<file path="src/rtl/gcc_pkg.sv">
// Shared types and constants for the greedy coin change unit.
// Used by the interfaces, the cell row and the top level; depends on nothing.
package gcc_pkg;

	localparam int DENOM_W        = 16;
	localparam int COUNT_W        = 16;
	localparam int AMOUNT_W       = 16;
	localparam int NUM_DENOM_REGS = 7;
	localparam int CFG_INDEX_W    = 3;

	// register map
	localparam logic [CFG_INDEX_W-1:0] REG_NUM_DENOMS = 3'd0;
	localparam logic [CFG_INDEX_W-1:0] REG_DENOM_0    = 3'd1;

	localparam logic [COUNT_W-1:0] COUNT_SAT = 16'hFFFF;

	typedef enum logic [2:0] {
		ST_IDLE,
		ST_LOAD,
		ST_START,
		ST_DIV,
		ST_FINISH
	} gcc_state_t;

	// sorting control broadcast to every cell
	typedef struct packed {
		logic clear;
		logic load;
	} gcc_ctrl_t;

endpackage

</file>
<file path="src/rtl/gcc_if.sv">
// Handshake channels of the greedy coin change unit: request, response, config.
// Depends on gcc_pkg for the payload widths.
interface gcc_req_if;
	logic                          valid;
	logic                          ready;
	logic [gcc_pkg::AMOUNT_W-1:0]  amount;
	modport source (output valid, output amount, input ready);
	modport sink   (input valid, input amount, output ready);
endinterface

interface gcc_rsp_if;
	logic                          valid;
	logic                          ready;
	logic [gcc_pkg::COUNT_W-1:0]   coin_count;
	logic                          impossible;
	modport source (output valid, output coin_count, output impossible, input ready);
	modport sink   (input valid, input coin_count, input impossible, output ready);
endinterface

interface gcc_cfg_if;
	logic                             valid;
	logic                             ready;
	logic [gcc_pkg::CFG_INDEX_W-1:0]  index;
	logic [gcc_pkg::DENOM_W-1:0]      data;
	modport source (output valid, output index, output data, input ready);
	modport sink   (input valid, input index, input data, output ready);
endinterface

</file>
<file path="src/rtl/gcc_cell.sv">
// One cell of the coin row: keeps the largest denomination it has seen and
// divides the running remainder by it bit-serially. Depends on gcc_pkg.
module gcc_cell #(
	parameter int AMOUNT_BITS = 16
) (
	input  logic                          clk,
	input  logic                          arst_n,
	input  gcc_pkg::gcc_ctrl_t            ctrl,
	input  logic [gcc_pkg::DENOM_W-1:0]   sort_in,
	output logic [gcc_pkg::DENOM_W-1:0]   sort_out,
	input  logic                          start,
	input  logic [AMOUNT_BITS-1:0]        rem_in,
	input  logic [gcc_pkg::COUNT_W-1:0]   cnt_in,
	output logic                          done,
	output logic [AMOUNT_BITS-1:0]        rem_out,
	output logic [gcc_pkg::COUNT_W-1:0]   cnt_out
);

	localparam int BW   = $clog2(AMOUNT_BITS);
	localparam int SUMW = ((AMOUNT_BITS > gcc_pkg::COUNT_W) ? AMOUNT_BITS : gcc_pkg::COUNT_W) + 1;
	localparam int DW   = gcc_pkg::DENOM_W;

	logic [DW-1:0]                held_q;
	logic [DW-1:0]                pass_q;
	logic                         busy_q;
	logic                         done_q;
	logic [BW-1:0]                bit_q;
	logic [AMOUNT_BITS-1:0]       dvd_q;
	logic [DW-1:0]                part_q;
	logic [gcc_pkg::COUNT_W-1:0]  cnt_q;
	logic [AMOUNT_BITS-1:0]       rem_out_q;
	logic [gcc_pkg::COUNT_W-1:0]  cnt_out_q;

	logic                         skip;
	logic [DW:0]                  trial;
	logic                         qbit;
	logic [DW-1:0]                part_next;
	logic [AMOUNT_BITS-1:0]       quo_next;
	logic [AMOUNT_BITS+DW-1:0]    part_ext;
	logic [SUMW-1:0]              sum;
	logic [gcc_pkg::COUNT_W-1:0]  sum_sat;

	assign skip      = (held_q == '0);
	assign trial     = {part_q, dvd_q[AMOUNT_BITS-1]};
	assign qbit      = (trial >= {1'b0, held_q});
	assign part_next = qbit ? DW'(trial - {1'b0, held_q}) : trial[DW-1:0];
	assign quo_next  = {dvd_q[AMOUNT_BITS-2:0], qbit};
	assign part_ext  = {{AMOUNT_BITS{1'b0}}, part_next};
	assign sum       = SUMW'(cnt_q) + SUMW'(quo_next);
	assign sum_sat   = (sum > SUMW'(gcc_pkg::COUNT_SAT)) ? gcc_pkg::COUNT_SAT
	                                                      : sum[gcc_pkg::COUNT_W-1:0];

	// control
	always_ff @(posedge clk or negedge arst_n) begin
		if (!arst_n) begin
			busy_q <= 1'b0;
			done_q <= 1'b0;
			bit_q  <= '0;
		end else begin
			done_q <= 1'b0;
			if (start) begin
				if (skip) begin
					done_q <= 1'b1;
				end else begin
					busy_q <= 1'b1;
					bit_q  <= BW'(AMOUNT_BITS - 1);
				end
			end else if (busy_q) begin
				bit_q <= bit_q - 1'b1;
				if (bit_q == '0) begin
					busy_q <= 1'b0;
					done_q <= 1'b1;
				end
			end
		end
	end

	// payload: sort slot and divider datapath
	always_ff @(posedge clk) begin
		if (ctrl.clear) begin
			held_q <= '0;
			pass_q <= '0;
		end else if (ctrl.load) begin
			// keep the larger, hand the smaller down the row
			if (sort_in > held_q) begin
				held_q <= sort_in;
				pass_q <= held_q;
			end else begin
				pass_q <= sort_in;
			end
		end

		if (start) begin
			dvd_q  <= rem_in;
			part_q <= '0;
			cnt_q  <= cnt_in;
			if (skip) begin
				rem_out_q <= rem_in;
				cnt_out_q <= cnt_in;
			end
		end else if (busy_q) begin
			part_q <= part_next;
			dvd_q  <= quo_next;
			if (bit_q == '0) begin
				rem_out_q <= part_ext[AMOUNT_BITS-1:0];
				cnt_out_q <= sum_sat;
			end
		end
	end

	assign sort_out = pass_q;
	assign done     = done_q;
	assign rem_out  = rem_out_q;
	assign cnt_out  = cnt_out_q;

endmodule

</file>
<file path="src/rtl/greedy_coin_change_unit.sv">
// Greedy coin change unit: config registers, sequencer and a row of gcc_cell.
// Depends on gcc_pkg, gcc_if.sv and gcc_cell.
//
// Usage
//   cfg : register writes (index 0 = num_denoms, 1..7 = denom_0..denom_6),
//         always ready; write only while the unit is idle.
//   req : one amount per beat; ready only while no item is in flight.
//   rsp : coin_count and impossible; the result sits in an output register
//         until the sink takes it.
// Each item first streams the active denominations through the cell row,
// which sorts them largest first. The remainder then walks down the row: a
// cell with a zero denomination passes it on unchanged, any other runs a
// restoring divide by its denomination. The next request is taken once the
// result has moved to the output register, so the unit takes no new amount
// while an item is in flight. If the sink stalls, the finished result waits
// in the last cell and the unit takes no new amount. Reset restores
// num_denoms = 1 and all denominations to 1 and empties the output register.
module greedy_coin_change_unit #(
	parameter int MAX_DENOMS  = 7,
	parameter int AMOUNT_BITS = 16
) (
	input  logic           clk,
	input  logic           arst_n,
	gcc_req_if.sink        req,
	gcc_rsp_if.source      rsp,
	gcc_cfg_if.sink        cfg
);

	localparam int DW  = gcc_pkg::DENOM_W;
	localparam int CW  = gcc_pkg::COUNT_W;
	localparam int LDW = ($clog2(2 * MAX_DENOMS) > 3) ? $clog2(2 * MAX_DENOMS) : 3;

	gcc_pkg::gcc_state_t  state_q, state_d;
	logic [2:0]           num_q;
	logic [DW-1:0]        denom_q [gcc_pkg::NUM_DENOM_REGS];
	logic [LDW-1:0]       ld_q, ld_d;
	logic [AMOUNT_BITS-1:0] amt_q;
	logic                 out_valid_q, out_valid_d;
	logic [CW-1:0]        out_count_q;
	logic                 out_imp_q;

	logic [2:0]           n_act;
	logic [AMOUNT_BITS+15:0] amt_ext;
	gcc_pkg::gcc_ctrl_t   ctrl;
	logic                 load_out;
	logic                 take_req;
	logic                 res_imp;

	logic [DW-1:0]          sort_link [MAX_DENOMS+1];
	logic [MAX_DENOMS:0]    start_link;
	logic [AMOUNT_BITS-1:0] rem_link  [MAX_DENOMS+1];
	logic [CW-1:0]          cnt_link  [MAX_DENOMS+1];

	assign n_act   = (num_q > 3'(MAX_DENOMS)) ? 3'(MAX_DENOMS) : num_q;
	assign amt_ext = {{AMOUNT_BITS{1'b0}}, req.amount};
	assign res_imp = (rem_link[MAX_DENOMS] != '0);

	// configuration registers
	assign cfg.ready = 1'b1;

	always_ff @(posedge clk or negedge arst_n) begin
		if (!arst_n) begin
			num_q <= 3'd1;
			for (int i = 0; i < gcc_pkg::NUM_DENOM_REGS; i++) begin
				denom_q[i] <= DW'(1);
			end
		end else if (cfg.valid) begin
			case (cfg.index)
				gcc_pkg::REG_NUM_DENOMS: begin
					num_q <= cfg.data[2:0];
				end
				default: begin
					denom_q[cfg.index - gcc_pkg::REG_DENOM_0] <= cfg.data;
				end
			endcase
		end
	end

	// sequencer
	always_ff @(posedge clk or negedge arst_n) begin
		if (!arst_n) begin
			state_q     <= gcc_pkg::ST_IDLE;
			ld_q        <= '0;
			out_valid_q <= 1'b0;
		end else begin
			state_q     <= state_d;
			ld_q        <= ld_d;
			out_valid_q <= out_valid_d;
		end
	end

	always_comb begin
		state_d       = state_q;
		ld_d          = ld_q;
		ctrl          = '0;
		take_req      = 1'b0;
		load_out      = 1'b0;
		start_link[0] = 1'b0;
		sort_link[0]  = '0;
		case (state_q)
			gcc_pkg::ST_IDLE: begin
				take_req = 1'b1;
				if (req.valid) begin
					ctrl.clear = 1'b1;
					ld_d       = '0;
					state_d    = gcc_pkg::ST_LOAD;
				end
			end
			gcc_pkg::ST_LOAD: begin
				ctrl.load = 1'b1;
				if (ld_q < LDW'(n_act)) begin
					sort_link[0] = denom_q[ld_q[2:0]];
				end
				ld_d = ld_q + 1'b1;
				if (ld_q == LDW'(2 * MAX_DENOMS - 1)) begin
					state_d = gcc_pkg::ST_START;
				end
			end
			gcc_pkg::ST_START: begin
				start_link[0] = 1'b1;
				state_d       = gcc_pkg::ST_DIV;
			end
			gcc_pkg::ST_DIV: begin
				if (start_link[MAX_DENOMS]) begin
					state_d = gcc_pkg::ST_FINISH;
				end
			end
			gcc_pkg::ST_FINISH: begin
				// hold the result in the last cell until the output register frees
				if (!out_valid_q || rsp.ready) begin
					load_out = 1'b1;
					state_d  = gcc_pkg::ST_IDLE;
				end
			end
			default: begin
				state_d = gcc_pkg::ST_IDLE;
			end
		endcase

		out_valid_d = out_valid_q;
		if (load_out) begin
			out_valid_d = 1'b1;
		end else if (rsp.ready) begin
			out_valid_d = 1'b0;
		end
	end

	assign req.ready = take_req;

	always_ff @(posedge clk) begin
		if (take_req && req.valid) begin
			amt_q <= amt_ext[AMOUNT_BITS-1:0];
		end
		if (load_out) begin
			out_imp_q   <= res_imp;
			out_count_q <= res_imp ? '0 : cnt_link[MAX_DENOMS];
		end
	end

	assign rsp.valid      = out_valid_q;
	assign rsp.coin_count = out_count_q;
	assign rsp.impossible = out_imp_q;

	// cell row
	assign rem_link[0] = amt_q;
	assign cnt_link[0] = '0;

	for (genvar g = 0; g < MAX_DENOMS; g++) begin : g_cell
		gcc_cell #(
			.AMOUNT_BITS (AMOUNT_BITS)
		) u_cell (
			.clk      (clk),
			.arst_n   (arst_n),
			.ctrl     (ctrl),
			.sort_in  (sort_link[g]),
			.sort_out (sort_link[g+1]),
			.start    (start_link[g]),
			.rem_in   (rem_link[g]),
			.cnt_in   (cnt_link[g]),
			.done     (start_link[g+1]),
			.rem_out  (rem_link[g+1]),
			.cnt_out  (cnt_link[g+1])
		);
	end

	// checks
	a_one_token: assert property (@(posedge clk) disable iff (!arst_n)
		$onehot0(start_link))
		else $error("more than one cell holds the remainder");

	a_done_in_div: assert property (@(posedge clk) disable iff (!arst_n)
		start_link[MAX_DENOMS] |-> state_q == gcc_pkg::ST_DIV)
		else $error("row finished outside the divide phase");

	a_imp_zero: assert property (@(posedge clk) disable iff (!arst_n)
		(rsp.valid && rsp.impossible) |-> rsp.coin_count == '0)
		else $error("impossible result with nonzero count");

endmodule
</file>
<file path="src/flat_wrapper.sv">
// flat-port wrapper written by rule: the top's interface ports become plain ports
module greedy_coin_change_unit_flat 
#(
	parameter int MAX_DENOMS  = 7,
	parameter int AMOUNT_BITS = 16
)
  (clk, arst_n, req_valid, req_amount, req_ready, rsp_valid, rsp_coin_count, rsp_impossible, rsp_ready, cfg_valid, cfg_index, cfg_data, cfg_ready);
  gcc_req_if req_i ();
  gcc_rsp_if rsp_i ();
  gcc_cfg_if cfg_i ();
  input  logic clk;
  input  logic arst_n;
  input wire logic [$bits(req_i.valid)-1:0] req_valid;
  input wire logic [$bits(req_i.amount)-1:0] req_amount;
  output wire logic [$bits(req_i.ready)-1:0] req_ready;
  output wire logic [$bits(rsp_i.valid)-1:0] rsp_valid;
  output wire logic [$bits(rsp_i.coin_count)-1:0] rsp_coin_count;
  output wire logic [$bits(rsp_i.impossible)-1:0] rsp_impossible;
  input wire logic [$bits(rsp_i.ready)-1:0] rsp_ready;
  input wire logic [$bits(cfg_i.valid)-1:0] cfg_valid;
  input wire logic [$bits(cfg_i.index)-1:0] cfg_index;
  input wire logic [$bits(cfg_i.data)-1:0] cfg_data;
  output wire logic [$bits(cfg_i.ready)-1:0] cfg_ready;
  assign req_i.valid = req_valid;
  assign req_i.amount = req_amount;
  assign req_ready = req_i.ready;
  assign rsp_valid = rsp_i.valid;
  assign rsp_coin_count = rsp_i.coin_count;
  assign rsp_impossible = rsp_i.impossible;
  assign rsp_i.ready = rsp_ready;
  assign cfg_i.valid = cfg_valid;
  assign cfg_i.index = cfg_index;
  assign cfg_i.data = cfg_data;
  assign cfg_ready = cfg_i.ready;
  greedy_coin_change_unit #(.MAX_DENOMS(MAX_DENOMS), .AMOUNT_BITS(AMOUNT_BITS)) u_core (.clk(clk), .arst_n(arst_n), .req(req_i), .rsp(rsp_i), .cfg(cfg_i));
endmodule
</file>
<file path="config.mk">
export PLATFORM = sky130hd
export DESIGN_NAME = greedy_coin_change_unit_flat
export DESIGN_NICKNAME = d
export VERILOG_FILES = /design/src/rtl/gcc_pkg.sv /design/src/rtl/gcc_if.sv /design/src/rtl/gcc_cell.sv /design/src/rtl/greedy_coin_change_unit.sv /design/src/flat_wrapper.sv
export SDC_FILE = /design/constraint.sdc
export NUM_CORES = 2
export LEC_CHECK = 0
export ABC_CLOCK_PERIOD_IN_PS = 8500
export BUFFER_PORTS_ARGS = -buffer_cell sky130_fd_sc_hd__clkbuf_2
export CAP_MARGIN = 10
export CORE_MARGIN = 2
export CORE_UTILIZATION = 30
export DETAILED_ROUTE_END_ITERATION = 6
export SLEW_MARGIN = 20
export SYNTH_ARGS = -nofsm -noshare
export SYNTH_HDL_FRONTEND = slang
export SYNTH_SLANG_ARGS = --single-unit
</file>
<file path="constraint.sdc">
create_clock -name clk -period 8.5 [get_ports clk]
set_input_delay 1.275 -clock clk [delete_from_list [all_inputs] [get_ports clk]]
set_output_delay 1.275 -clock clk [all_outputs]
set_load 0.01 [all_outputs]
</file>
==> summary.txt <==
Layout
  • Fraction of layout cells with a size suffix above 1: 13.8%
  • Fill count: about 17000
  • Area delta synth->final: 12.2%
  • Post-route cell area: 56800 um2
  • Footprint of the multi-input gates: 24500 um2
  • NumNets Final: 5083
  • Reg area: between 20000 and 25000 um2
  • Ant diodes: 0

Synthesis
  • Largest family of logic cells by synthesized area: compound AO/OA/AOI/OAI gates
  • Mapped Cells: between 4000 and 5000
  • #FFs+latches synth: 950
  • Largest area contributor in the netlist: edfxtp_1
  • Leading register cell type out of synthesis: edfxtp_1
  • Synth async-reset ratio: about 17%
  • Post-synthesis compound-gate area fraction: 15.4%
  • Mux contribution to synthesized area: 10.4%
  • Cell variety after synth: 84
  • Yosys Warn Count: 0
  • Syn Nets: 5076
  • Yosys top cell area share: 27.6%
  • Number of enable flip-flop cells after synthesis: 465
  • Ranking of synthesized cells by area: edfxtp_1, dfxtp_1, ha_1
  • Post-Syn Area: 50600 um2
  • Simple-gate share of the synthesized area: between 10% and 20%
  • Post-synthesis xor/xnor area fraction: 2.58%
  • Sequential area share after synthesis: 48.4%
  • Post-synthesis adder-cell area fraction: 8.75%
  • Mean post-synth cell area: 10.8 um2

GRT
  • First-pass GRT wire length: 195000 um
  • Total gr overflow: 0
  • Gr usage total: approximately 14%
  • Vias in the first global route: ~35000
  • Initial antenna violation count: 1
  • Largest net degree at the start of global routing: 83

Critical path
  • Slack of the worst reg-to-reg path: 2660 ps
  • Crit-path max FO: 22
  • RR Endpoint: u_core.g_cell[3].u_cell.cnt_out[12]$_DFFE_PP_
  • Required time worst endpoint: about 8900 ps
  • Worst Setup Start Kind: flop
  • Crit path kind: reg -> reg
  • CP Capture Type: flop
  • Worst r2r src: u_core.g_cell[3].u_cell.held_q[1]$_SDFFE_PP0P_
  • Critical Path AT: 6260 ps
  • Worst Reg-to-Reg Cells: 19

Hold path
  • WHS Path Cells: 0
  • Min-delay src: u_core.g_cell[4].u_cell.cnt_out[9]$_DFFE_PP_
  • WHS Endpoint: u_core.g_cell[5].u_cell.cnt_q[9]$_DFFE_PP_
  • Class of the worst hold path: reg -> reg

Timing
  • Setup Viol. Count Final: 0
  • Unrepaired setup endpoints after global routing: false
  • Period utilisation layout: 68.7%
  • Max-slew violations: 0
  • F_max: 171 MHz
  • Relative slew slack: 32.6%
  • Fin crit period: around 5800 ps
  • Setup TNS: 0 ps
  • Worst Skew: 31.1 ps
  • Fin. Hold Viols: 0
  • Actual slew at the worst max-slew pin: 1010 ps

Die
  • CORE AREA: 167000 um2
  • Initial core utilization: between 30% and 40%
  • Row count: 150
  • Die area: 172000 um2
  • Die height: 415 um
  • # IOs: 60
  • Chip width: between 400 and 500 um

Flow run
  • Max-cap viol count: 0

Placement
  • Placed cell area: around 53000 um2
  • # port buffers: 58
  • GP Congestion: about 0.85
  • Placed wire-length estimate: about 88000 um

Pwr
  • PD cells: ~440 nW/um2
  • Leak Pwr: 21.9 nW
  • VDD IR-drop max: 0.000339 V

Clocking
  • CTS tree: done
  • Sink Count: 950
  • CTS H-tree depth: 3
  • Clk pin slew, worst setup/hold paths: 60 ps
  • Cts bufs inserted: 97
  • Clk Latency, worst-skew pair: ~710 ps
  • Hold buffer count at CTS: 0
  • Post-CTS sizing: 0
  • Clock buffer depth: 3
  • Postcts setup bufs: 0
  • Root Driver: clkbuf_16

Routing
  • Drt drc: 0
  • Remaining antenna violation count: 0
  • Total number of vias: 35300
  • Post-Route WL: 122000 um
  • Avg Vias per Cell: a little over 5
  • 1st-pass router iterations: 6
  • Drt wl/cell: 17.5 um
  • DRT iter0 DRCs: 2476

Outcome
  • Status: complete, no violations
worst max path at each step:
stage                                                   startpoint                                             to  slack, ps  cells after the start
detailed placement  u_core.g_cell[3].u_cell.held_q[1]$_SDFFE_PP0P_   u_core.g_cell[3].u_cell.cnt_out[5]$_DFFE_PP_       2670                     19
floorplan           u_core.g_cell[2].u_cell.held_q[1]$_SDFFE_PP0P_   u_core.g_cell[2].u_cell.cnt_out[7]$_DFFE_PP_       3080                     22
global route        u_core.g_cell[3].u_cell.held_q[1]$_SDFFE_PP0P_   u_core.g_cell[3].u_cell.cnt_out[0]$_DFFE_PP_       2290                     19
CTS                 u_core.g_cell[3].u_cell.held_q[1]$_SDFFE_PP0P_  u_core.g_cell[3].u_cell.cnt_out[12]$_DFFE_PP_       2620                     19
global placement    u_core.g_cell[3].u_cell.held_q[1]$_SDFFE_PP0P_  u_core.g_cell[3].u_cell.cnt_out[13]$_DFFE_PP_       2700                     19
finish              u_core.g_cell[3].u_cell.held_q[1]$_SDFFE_PP0P_  u_core.g_cell[3].u_cell.cnt_out[12]$_DFFE_PP_       2660                     19
logic make-up after synthesis:
logic type | count (synthesis)
and+or+nand+nor | 1198
adders and majority gates | 346
buffers and inverters | 449
muxes | 462
AOI/OAI and AO/OA | 1135
other | 1
DFF | 950
xor gates and xnor gates | 149
critical path, cell delays in order, from the launching register on:
cell	delay [ps]
dfxtp_1	400
inv_1	100
ha_1	310
nor2b_1	140
o31a_1	260
o31a_1	290
o211a_1	270
o21a_1	210
a221o_1	290
buf_4	240
ha_1	250
fa_1	430
a211o_1	310
a2111oi_2	380
o31ai_1	170
o41ai_1	460
o21ai_1	250
a21oi_1	190
or2_1	430
a2bb2oi_1	150
synthesized netlist by cell type (all sizes together), types with 26 or more instances:
library cell	number
mux2i	141
nand4	51
mux2	305
dfxtp	320
a21o	91
nand3	120
nor4	50
edfxtp	465
clkbuf	168
dfrtp	157
ha	333
a21oi	227
nand2	301
and2	50
nor2	410
o31ai	65
or2	26
buf	35
o21ai	216
o21a	102
a211oi	53
xnor2	87
o311ai	84
nor2b	36
a2bb2oi	83
inv	244
xor2	62
nor3	59
where the power goes:
group	switching (mW)	total [mW]	internal [mW]
clock network	1.87	4.57	2.70
registers	0.896	7.41	6.52
logic	7.61	13.1	5.51
total	10.4	25.1	14.7
cells in the final DEF (no fill, tap or decap), types with 141 or more instances in the layout:
master	instances
o21ai_0	207
dfrtp_1	150
edfxtp_1	465
mux2i_1	141
ha_1	333
nor2_1	407
mux2_2	288
inv_1	240
a21oi_1	224
dfxtp_1	320
nand2_1	301
metrics by stage:
stage / total power, mW / cells / worst slack, ps / utilization, % / hold WS, ps
after detailed placement: 20.6 / 6802 / 2670 / 31.9 / 454
after global routing: 27.0 / 6983 / 2290 / 33.9 / 481
after CTS: 25.2 / 6983 / 2620 / 33.9 / 470
after global placement: 20.3 / 6802 / 2700 / 31.9 / 453
after floorplan: 17.1 / 4690 / 3080 / - / 421
final: 25.1 / 6983 / 2660 / 33.9 / 461
area by class of cell:
type                            instances  share of cell area, %
Sequential cell                       950                   43.2
Multi-Input combinational cell       3291                   43.1
Timing Repair Buffer                  111                   1.22
Tap cell                             2204                   4.86
Clock buffer                          148                   5.05
Inverter                              246                   1.63
Clock inverter                         33                  0.937
per-layer routing:
metal,track usage (%),part of all wire (%),up-vias
met5,0,0,-
met3,1.99,3.5,190
li1,-,-,17400
met4,4.23,2.9,0
met2,23.2,47,611
met1,18.7,47,17100
registers in the layout (all words and copies together) (netlist names):
register / cells
u_core.g_cell.u_cell.rem_out: 112
u_core.g_cell.u_cell.sort_out: 96
u_core.denom_q: 112
u_core.rsp.impossible: 1
u_core.g_cell.u_cell.dvd_q: 112
u_core.g_cell.u_cell.cnt_out: 112
u_core.g_cell.u_cell.part_q: 112
u_core.amt_q: 16
u_core.num_q: 3
u_core.rsp.valid: 1
u_core.rsp.coin_count: 16
u_core.g_cell.u_cell.done: 7
u_core.g_cell.u_cell.cnt_q: 96
u_core.g_cell.u_cell.busy_q: 7
u_core.state_q: 3
u_core.g_cell.u_cell.bit_q: 28
u_core.g_cell.u_cell.held_q: 112
u_core.ld_q: 4
No activity file was read; power rests on OpenSTA's default activity.
